$ cat src/rtl/gfpa_pkg.sv
// Shared types, constants and helpers for the growable frame pool allocator.
package gfpa_pkg;

   localparam int FRAME_W        = 8;
   localparam int CNT_W          = 9;
   localparam int POOL_DEPTH     = 256;
   localparam int MAX_FRAMES_DEF = 256;
   localparam int RESET_POOL     = 16;
   localparam int RSP_DATA_W     = 40;

   typedef enum logic {
      OP_ALLOC = 1'b0,
      OP_FREE  = 1'b1
   } op_type;

   typedef enum logic [1:0] {
      STAT_OK      = 2'd0,
      STAT_FULL    = 2'd1,
      STAT_INVALID = 2'd2
   } status_type;

   typedef struct packed {
      op_type              op;
      logic [FRAME_W-1:0]  frame;
   } item_type;

   typedef struct packed {
      logic              we;
      logic [CNT_W-1:0]  size;
   } restart_type;

   // Initial pool size clamped into 1..cap.
   function automatic logic [CNT_W-1:0] clamp_size(input logic [CNT_W-1:0] value,
                                                   input logic [CNT_W-1:0] cap);
      logic [CNT_W-1:0] n;
      n = value;
      if (n == '0) n = CNT_W'(1);
      if (n > cap) n = cap;
      return n;
   endfunction

endpackage

$ cat src/rtl/growable_frame_pool_allocator.sv
// Top level of the growable frame pool allocator.
// Path: request accept into the decode queue, then the engine, then its result register.
// The engine takes no new item until the last one has left it: it reads the free-frame
// FIFO memory in its idle state, then updates in exec, stalling while a held result waits.
// Reset: synchronous; pool restarts with 16 fresh frames and an empty allocation map,
// and a csr write restarts it the same way with the written size. No clearing pass.
module growable_frame_pool_allocator
   import gfpa_pkg::*;
#(
   parameter int MAX_FRAMES = MAX_FRAMES_DEF
)(
   input  logic                   clock,
   input  logic                   reset,
   input  logic                   req_tvalid,
   output logic                   req_tready,
   input  logic [FRAME_W-1:0]     req_tdata,   // [7:0] frame_index
   input  logic [0:0]             req_tuser,   // [0] command
   output logic                   rsp_tvalid,
   input  logic                   rsp_tready,
   // [7:0] granted_frame, [16:8] allocated_count, [25:17] free_count,
   // [34:26] current_pool_size, [39:35] zero
   output logic [RSP_DATA_W-1:0]  rsp_tdata,
   output logic [1:0]             rsp_tuser,   // [1:0] status
   input  logic                   csr_valid,
   output logic                   csr_ready,
   input  logic [CNT_W-1:0]       csr_data     // [8:0] initial_pool_size
);

   logic         q_valid;
   logic         q_pop;
   item_type     q_item;
   restart_type  restart;

   assign csr_ready    = 1'b1;
   assign restart.we   = csr_valid && csr_ready;
   assign restart.size = csr_data;

   gfpa_front u_front (
      .clock      (clock),
      .reset      (reset),
      .req_tvalid (req_tvalid),
      .req_tready (req_tready),
      .req_tdata  (req_tdata),
      .req_tuser  (req_tuser),
      .q_valid    (q_valid),
      .q_item     (q_item),
      .q_pop      (q_pop)
   );

   gfpa_back #(.MAX_FRAMES(MAX_FRAMES)) u_back (
      .clock      (clock),
      .reset      (reset),
      .restart    (restart),
      .q_valid    (q_valid),
      .q_item     (q_item),
      .q_pop      (q_pop),
      .rsp_tvalid (rsp_tvalid),
      .rsp_tready (rsp_tready),
      .rsp_tdata  (rsp_tdata),
      .rsp_tuser  (rsp_tuser)
   );

endmodule

$ cat src/rtl/gfpa_front.sv
// Request front end: accepts items, decodes the command and queues them for the engine.
module gfpa_front
   import gfpa_pkg::*;
(
   input  logic                clock,
   input  logic                reset,
   input  logic                req_tvalid,
   output logic                req_tready,
   input  logic [FRAME_W-1:0]  req_tdata,   // [7:0] frame_index
   input  logic [0:0]          req_tuser,   // [0] command
   output logic                q_valid,
   output item_type            q_item,
   input  logic                q_pop
);

   item_type    slot_ff [2];
   logic        wr_ptr_ff, wr_ptr_in;
   logic        rd_ptr_ff, rd_ptr_in;
   logic [1:0]  cnt_ff, cnt_in;
   logic        push;
   item_type    item;

   assign req_tready = (cnt_ff != 2'd2);
   assign push       = req_tvalid && req_tready;
   assign q_valid    = (cnt_ff != 2'd0);
   assign q_item     = slot_ff[rd_ptr_ff];

   always_comb begin
      item.op    = req_tuser[0] ? OP_FREE : OP_ALLOC;
      item.frame = req_tdata;
      wr_ptr_in  = wr_ptr_ff ^ push;
      rd_ptr_in  = rd_ptr_ff ^ (q_pop && q_valid);
      cnt_in     = cnt_ff + 2'(push) - 2'(q_pop && q_valid);
   end

   always_ff @(posedge clock) begin
      if (reset) begin
         wr_ptr_ff <= 1'b0;
         rd_ptr_ff <= 1'b0;
         cnt_ff    <= 2'd0;
      end else begin
         wr_ptr_ff <= wr_ptr_in;
         rd_ptr_ff <= rd_ptr_in;
         cnt_ff    <= cnt_in;
      end
   end

   always_ff @(posedge clock) begin
      if (push) begin
         slot_ff[wr_ptr_ff] <= item;
      end
   end

endmodule

$ cat src/rtl/gfpa_back.sv
// Allocation engine: fresh-frame counter, free-frame FIFO memory, allocation map, result register.
module gfpa_back
   import gfpa_pkg::*;
#(
   parameter int MAX_FRAMES = MAX_FRAMES_DEF
)(
   input  logic                   clock,
   input  logic                   reset,
   input  restart_type            restart,
   input  logic                   q_valid,
   input  item_type               q_item,
   output logic                   q_pop,
   output logic                   rsp_tvalid,
   input  logic                   rsp_tready,
   output logic [RSP_DATA_W-1:0]  rsp_tdata,
   output logic [1:0]             rsp_tuser
);

   localparam int CAP = (MAX_FRAMES > POOL_DEPTH) ? POOL_DEPTH : MAX_FRAMES;
   localparam logic [CNT_W-1:0] CAP_CNT = CNT_W'(CAP);

   typedef enum logic [1:0] {
      ST_IDLE = 2'b01,
      ST_EXEC = 2'b10
   } state_type;

   state_type           state_ff, state_in;
   item_type            item_ff;
   logic [CNT_W-1:0]    pool_ff, pool_in;
   logic [CNT_W-1:0]    fresh_ff, fresh_in;
   logic [FRAME_W-1:0]  head_ff, head_in;
   logic [FRAME_W-1:0]  tail_ff, tail_in;
   logic [CNT_W-1:0]    mcnt_ff, mcnt_in;
   logic [FRAME_W-1:0]  mem [POOL_DEPTH];
   logic [FRAME_W-1:0]  rd_data_ff;
   logic                push;

   // allocation map; only frames below the fresh counter have been written since restart
   logic                map_mem [POOL_DEPTH];
   logic                map_rd_ff;
   logic                map_we;
   logic [FRAME_W-1:0]  map_addr;
   logic                map_wdata;

   logic                rsp_valid_ff, rsp_valid_in;
   status_type          stat_ff, stat_in;
   logic [FRAME_W-1:0]  grant_ff, grant_in;
   logic [CNT_W-1:0]    acnt_ff, acnt_in;
   logic [CNT_W-1:0]    fcnt_ff, fcnt_in;
   logic [CNT_W-1:0]    psz_ff;

   logic                fire;
   logic [CNT_W:0]      dbl;
   logic [CNT_W-1:0]    free_tot;

   function automatic logic q_item_is_alloc(input item_type it);
      return it.op == OP_ALLOC;
   endfunction

   assign q_pop = (state_ff == ST_IDLE) && q_valid;
   assign fire  = (state_ff == ST_EXEC) && (!rsp_valid_ff || rsp_tready);

   assign rsp_tvalid = rsp_valid_ff;
   assign rsp_tuser  = stat_ff;
   assign rsp_tdata  = {5'd0, psz_ff, fcnt_ff, acnt_ff, grant_ff};

   always_comb begin
      state_in     = state_ff;
      pool_in      = pool_ff;
      fresh_in     = fresh_ff;
      head_in      = head_ff;
      tail_in      = tail_ff;
      mcnt_in      = mcnt_ff;
      push         = 1'b0;
      map_we       = 1'b0;
      map_addr     = item_ff.frame;
      map_wdata    = 1'b0;
      stat_in      = STAT_OK;
      grant_in     = '0;
      rsp_valid_in = rsp_valid_ff && !rsp_tready;
      dbl          = {pool_ff, 1'b0};

      unique case (state_ff)
         ST_IDLE: begin
            if (q_valid) state_in = ST_EXEC;
         end
         ST_EXEC: begin
            if (fire) begin
               state_in     = ST_IDLE;
               rsp_valid_in = 1'b1;
               if (q_item_is_alloc(item_ff)) begin
                  if (fresh_ff < pool_ff) begin
                     grant_in = fresh_ff[FRAME_W-1:0];
                     fresh_in = fresh_ff + CNT_W'(1);
                  end else if (mcnt_ff != '0) begin
                     grant_in = rd_data_ff;
                     head_in  = head_ff + FRAME_W'(1);
                     mcnt_in  = mcnt_ff - CNT_W'(1);
                  end else if (pool_ff < CAP_CNT) begin
                     grant_in = pool_ff[FRAME_W-1:0];
                     fresh_in = pool_ff + CNT_W'(1);
                     pool_in  = (dbl > {1'b0, CAP_CNT}) ? CAP_CNT : dbl[CNT_W-1:0];
                  end else begin
                     stat_in = STAT_FULL;
                  end
                  if (stat_in == STAT_OK) begin
                     map_we    = 1'b1;
                     map_addr  = grant_in;
                     map_wdata = 1'b1;
                  end
               end else begin
                  if (({1'b0, item_ff.frame} < fresh_ff) && map_rd_ff) begin
                     map_we    = 1'b1;
                     map_addr  = item_ff.frame;
                     map_wdata = 1'b0;
                     push      = 1'b1;
                     tail_in   = tail_ff + FRAME_W'(1);
                     mcnt_in   = mcnt_ff + CNT_W'(1);
                  end else begin
                     stat_in = STAT_INVALID;
                  end
               end
            end
         end
         default: state_in = ST_IDLE;
      endcase

      free_tot = (pool_in - fresh_in) + mcnt_in;
      fcnt_in  = free_tot;
      acnt_in  = pool_in - free_tot;
   end

   always_ff @(posedge clock) begin
      if (reset) begin
         state_ff     <= ST_IDLE;
         pool_ff      <= clamp_size(CNT_W'(RESET_POOL), CAP_CNT);
         fresh_ff     <= '0;
         head_ff      <= '0;
         tail_ff      <= '0;
         mcnt_ff      <= '0;
         rsp_valid_ff <= 1'b0;
      end else if (restart.we) begin
         state_ff     <= ST_IDLE;
         pool_ff      <= clamp_size(restart.size, CAP_CNT);
         fresh_ff     <= '0;
         head_ff      <= '0;
         tail_ff      <= '0;
         mcnt_ff      <= '0;
         rsp_valid_ff <= rsp_valid_ff && !rsp_tready;
      end else begin
         state_ff     <= state_in;
         pool_ff      <= pool_in;
         fresh_ff     <= fresh_in;
         head_ff      <= head_in;
         tail_ff      <= tail_in;
         mcnt_ff      <= mcnt_in;
         rsp_valid_ff <= rsp_valid_in;
      end
   end

   always_ff @(posedge clock) begin
      if (q_pop) item_ff <= q_item;
      if (fire) begin
         stat_ff  <= stat_in;
         grant_ff <= grant_in;
         acnt_ff  <= acnt_in;
         fcnt_ff  <= fcnt_in;
         psz_ff   <= pool_in;
      end
   end

   // free-frame FIFO memory
   always_ff @(posedge clock) begin
      if (push) mem[tail_ff] <= item_ff.frame;
      rd_data_ff <= mem[head_ff];
   end

   always_ff @(posedge clock) begin
      if (map_we) map_mem[map_addr] <= map_wdata;
      if (q_pop) map_rd_ff <= map_mem[q_item.frame];
   end

endmodule

$ cat config.mk
export PLATFORM = sky130hd
export DESIGN_NAME = growable_frame_pool_allocator
export DESIGN_NICKNAME = d
export VERILOG_FILES = /design/src/rtl/gfpa_pkg.sv /design/src/rtl/growable_frame_pool_allocator.sv /design/src/rtl/gfpa_front.sv /design/src/rtl/gfpa_back.sv
export SDC_FILE = /design/constraint.sdc
export NUM_CORES = 2
export LEC_CHECK = 0
export ABC_AREA = 0
export CORE_ASPECT_RATIO = 0.5
export CORE_MARGIN = 5
export CORE_UTILIZATION = 57
export CTS_BUF_LIST = sky130_fd_sc_hd__clkbuf_16
export DETAILED_ROUTE_END_ITERATION = 10
export DONT_BUFFER_PORTS = 1
export PLACE_DENSITY = 0.75
export RECOVER_POWER = 25
export SYNTH_ARGS = -nofsm -noshare
export SYNTH_HDL_FRONTEND = slang
export SYNTH_SLANG_ARGS = --single-unit
export TNS_END_PERCENT = 100
$ cat constraint.sdc
create_clock -name clock -period 8.4 [get_ports clock]
set_clock_uncertainty 0.05 [all_clocks]
set_input_delay 1.26 -clock clock [delete_from_list [all_inputs] [get_ports clock]]
set_output_delay 1.26 -clock clock [all_outputs]
set_load 0.005 [all_outputs]
==> metrics.md <==
| Metric | Value |
|---|---|
| Run status | finished with violations |
| Violations in the final reports | capacitance limit, slew limit |
| Die area | 179000 sq um |
| Largest family of logic cells by synthesized area | multiplexers |
| Wire length after detailed routing | 225 mm |
| Final hold vios | 0 |
| Commonest cells after routing, fill and taps aside | 2369 x edfxtp_1, 696 x mux4_2, 593 x nor2_1 |
| Area added between synthesis and finish | 8.74% |
| CTS root buffer | clkbuf_16 |
| Chip Height | 302 um |
| Global-route wire length before repair | 332 mm |
| Proportion of synthesized chip area in sequential cells | 74.4% |
| Total Neg Setup Slack | 0 ns |
| Register-to-Register Setup Slack | 1.29 ns |
| Yosys cell types | 73 |
| Mean instance size in the synthesized netlist | 20.2 sq um |
| Antenna violations before repair | 10 |
| Commonest register cell after synthesis | edfxtp_1 |
| RR Endpoint | u_back.acnt_ff[8]$_DFFE_PP_ |
| Number of cells upsized or downsized after cts | 0 |
| Crit-path leading delay family | compound AO/OA/AOI/OAI gates |
| Drc violations | 0 |
| DRT iter0 DRCs | 6760 |
| Max Root-Sink Buffers | 4 |
| Final core utilization | 62.2% |
| Vias after detailed routing | 47800 |
| Detailed-route wire length per cell | 31.1 um |
| Total grt overflow | 0 |
| Multiplexer area fraction after synthesis | 18.0% |
| TritonCTS clock tree | built |
| Worst setup path class | reg -> reg |
| Number of max-cap violations | 11 |
| Maximum cell stage delay along the critical path | 0.73 ns |
| Number of sinks handled by clock tree synthesis | 2427 |
| Startpoint type of the worst setup path | flip-flop |
| Crit path capture type | flip-flop |
| Rows | 107 |
| FF+latch area | 72300 sq um |
| Number of buffer and inverter stages on the critical path | 3 |
| Syn Inst Count | 4806 |
| Worst slack at placement | 1.39 ns |
| Worst Reg-to-Reg Cells | 22 |
| Actual slew at the worst max-slew pin | 5.03 ns |
| Number of detailed-route iterations in the first pass | 8 |
| Peak fanout along the critical path | 14 |
| Worst path required time | 8.89 ns |
| Post-synthesis simple-gate area fraction | 3.86% |
| Least setup slack across all paths after layout | 1.29 ns |
| Remaining max-slew budget at the tightest pin | -235% |
| # IOs | 68 |
| Number of buffers added to fix hold violations after cts | 0 |
| Placeable Area | 170000 sq um |
| Fill cell instance count of the final layout | 11200 |
| Maximum number of pins on one net before global-route repair | 211 |
| Clock period minus final worst setup slack | 7.11 ns |
| Worst setup path startpoint | u_back.pool_ff[8]$_SDFF_PP0_ |
| Most common cell after layout, fill and taps aside | edfxtp_1 |
| Number of synthesized flops with an enable pin | 2369 |
| Final Max Slew Viols | 941 |
| Post-CTS setup-driven buffer insertion count | 0 |
| Initial cell density of the core | 57.2% |
| Horizontal extent of the die | 594 um |
| Number of synthesized register bits | 2427 |
| Worst hold margin | 0.464 ns |
| Share of final-layout standard cells stronger than drive strength 1 | 21.3% |
| Clk Latency, worst-skew pair | 0.86 ns |
| Maximum achievable frequency | 141 MHz |
| PortBufs | 0 |
| Deepest level of the CTS H-tree | 4 |
| CTS clock-pin slew for the worst setup and hold paths | 0.07 ns |
| Vias per cell | 6.59 |
| Half-perimeter wire length after detailed placement | 131 mm |
| Worst min-delay path category | in -> reg |
| Reg-to-Reg Start | u_back.pool_ff[8]$_SDFF_PP0_ |
| XOR/XNOR Fraction of Synth Area | 0.428% |
| Antenna violation net count after detailed routing | 0 |
| Power per unit of standard cell area | 246 nW/um^2 |
| Total track usage | 25.2% |
| WP data arrival | 7.60 ns |
| Number of global-route vias before repair | 48000 |
| Clock buffer count from CTS | 207 |
| Logic depth of the worst setup path including buffers | 22 |
| Final-stage net count | 4885 |
| Maximum ir drop on the vdd rail | 0.240 mV |
| Synthesis Warnings | 0 |
| Worst setup path endpoint | u_back.acnt_ff[8]$_DFFE_PP_ |
| Syn Std Cell Area | 97200 sq um |
| Post-synthesis adder-cell area fraction | 0.764% |
| Final count of negative-setup-slack endpoints | 0 |
| Area taken by multi-input logic gates | 23600 sq um |
| GPL Wtd Cong | 0.841 |
| Fraction of the mapped netlist area in compound gates | 1.17% |
| RSZ-0062 raised after global routing | no |
| CP max stage cell | nor3_1 |
| Worst path cell trace | inv_1 -> ha_1 -> and2_0 -> o2111ai_1 -> o21a_1 -> buf_4 -> nor3_1 -> a22oi_1 -> xnor2_1 -> fa_1 -> ha_1 -> o21ai_0 -> nor2_1 -> a21oi_1 -> inv_1 -> ha_1 -> o21ai_0 -> nand2b_1 -> a2111oi_0 -> o31ai_1 -> a21oi_1 -> xnor3_1 |
| Final Cycle Share | 84.7% |
| Async set or reset register ratio after synthesis | 0% |
| Most repeated library cell on the critical path | ha_1 |
| Lkg Pwr | 32.1 nW |
==> metal layers <==
layer / vias to the layer above / track usage [%] / wire length (um)
met3: 416 / 5.71 / 23800
met1: 25000 / 36.0 / 86100
li1: 19500 / - / -
met2: 2792 / 40.1 / 109000
met5: - / 0 / 48
met4: 8 / 6.90 / 6600
==> area by class of cell <==
cell class,count,share of cell area [%]
repair buffers,69,0.567
multi-input cells,2044,22.3
clock buffers,209,4.95
diodes,3,0.00710
clock inverters,147,0.844
flip-flops and latches,2427,68.4
inverters,59,0.219
well taps,2289,2.71
==> state kept, by name (all words and copies together), names as in the netlist, 8 cells and up <==
signal / count
u_back.pool_ff: 9
u_back.map_mem: 256
u_front.slot_ff: 18
u_back.psz_ff: 9
u_back.fcnt_ff: 9
u_back.item_ff: 9
u_back.mcnt_ff: 9
u_back.head_ff: 8
u_back.rd_data_ff: 8
u_back.tail_ff: 8
u_back.mem: 2048
u_back.acnt_ff: 9
u_back.grant_ff: 8
u_back.fresh_ff: 9
==> where the power goes <==
group	total (mW)	internal [mW]	switching, mW
registers	14.7	14.7	0.0567
clock network	8.97	4.76	4.20
logic	2.34	0.398	1.94
total	26.1	19.9	6.20
==> synth_stat cells, types with 6 or more instances <==
library cell     n  share of area [%]
ha_1            45               0.58
xor2_1          21               0.19
nor3_1          18              0.093
nand2_1        152               0.59
mux4_2         696                 16
buf_2           49               0.25
xnor2_1         24               0.22
a311oi_1         8              0.072
mux2i_1        150                1.5
nand3_1         28               0.14
nand3b_1        13               0.10
buf_4           11              0.085
nand2b_1        13              0.084
nor2_1         593                2.3
and2_1          11              0.071
nor4_1           7              0.045
nor2b_1         11              0.071
a211oi_1         8              0.062
a21oi_1         31               0.16
o21ai_0         27               0.14
a21o_1           6              0.046
o21a_1           8              0.062
o211ai_1        17               0.13
dfxtp_1         58                1.2
clkbuf_1       168               0.65
nand4_1         14              0.090
fa_1             9               0.19
o31ai_1          7              0.054
inv_1           55               0.21
mux2_2          26               0.30
buf_1           50               0.19
edfxtp_1      2369                 73
and3_1          23               0.15
==> cells by family after synthesis <==
kind of cell / count (synthesis)
muxes: 873
other: 2
xor gates and xnor gates: 46
adders and majority gates: 54
AOI/OAI and AO/OA: 164
buffers and inverters: 339
DFF: 2427
and+or+nand+nor: 901
==> through the flow <==
stage	std cells	power (mW)	cell area (sq um)
after floorplan	4810	16.4	97300
after global placement	6888	17.1	99700
after detailed placement	6888	17.2	99700
after CTS	7244	26.0	106000
after global routing	7244	26.9	106000
final	7247	26.1	106000
==> how the worst min path moves through the flow <==
stage | start | to | slack (ns) | cells after the start
after floorplan | u_front.cnt_ff[1]$_SDFF_PP0_ | u_front.cnt_ff[1]$_SDFF_PP0_ | 0.46 | 2
after global placement | u_front.cnt_ff[1]$_SDFF_PP0_ | u_front.cnt_ff[1]$_SDFF_PP0_ | 0.48 | 2
after detailed placement | u_front.wr_ptr_ff$_SDFF_PP0_ | u_front.wr_ptr_ff$_SDFF_PP0_ | 0.50 | 3
after CTS | reset | u_back.pool_ff[7]$_SDFF_PP0_ | 0.42 | 1
after global routing | reset | u_back.pool_ff[7]$_SDFF_PP0_ | 0.43 | 1
final | reset | u_back.pool_ff[7]$_SDFF_PP0_ | 0.46 | 1
Power figures use the tool's default switching activity.
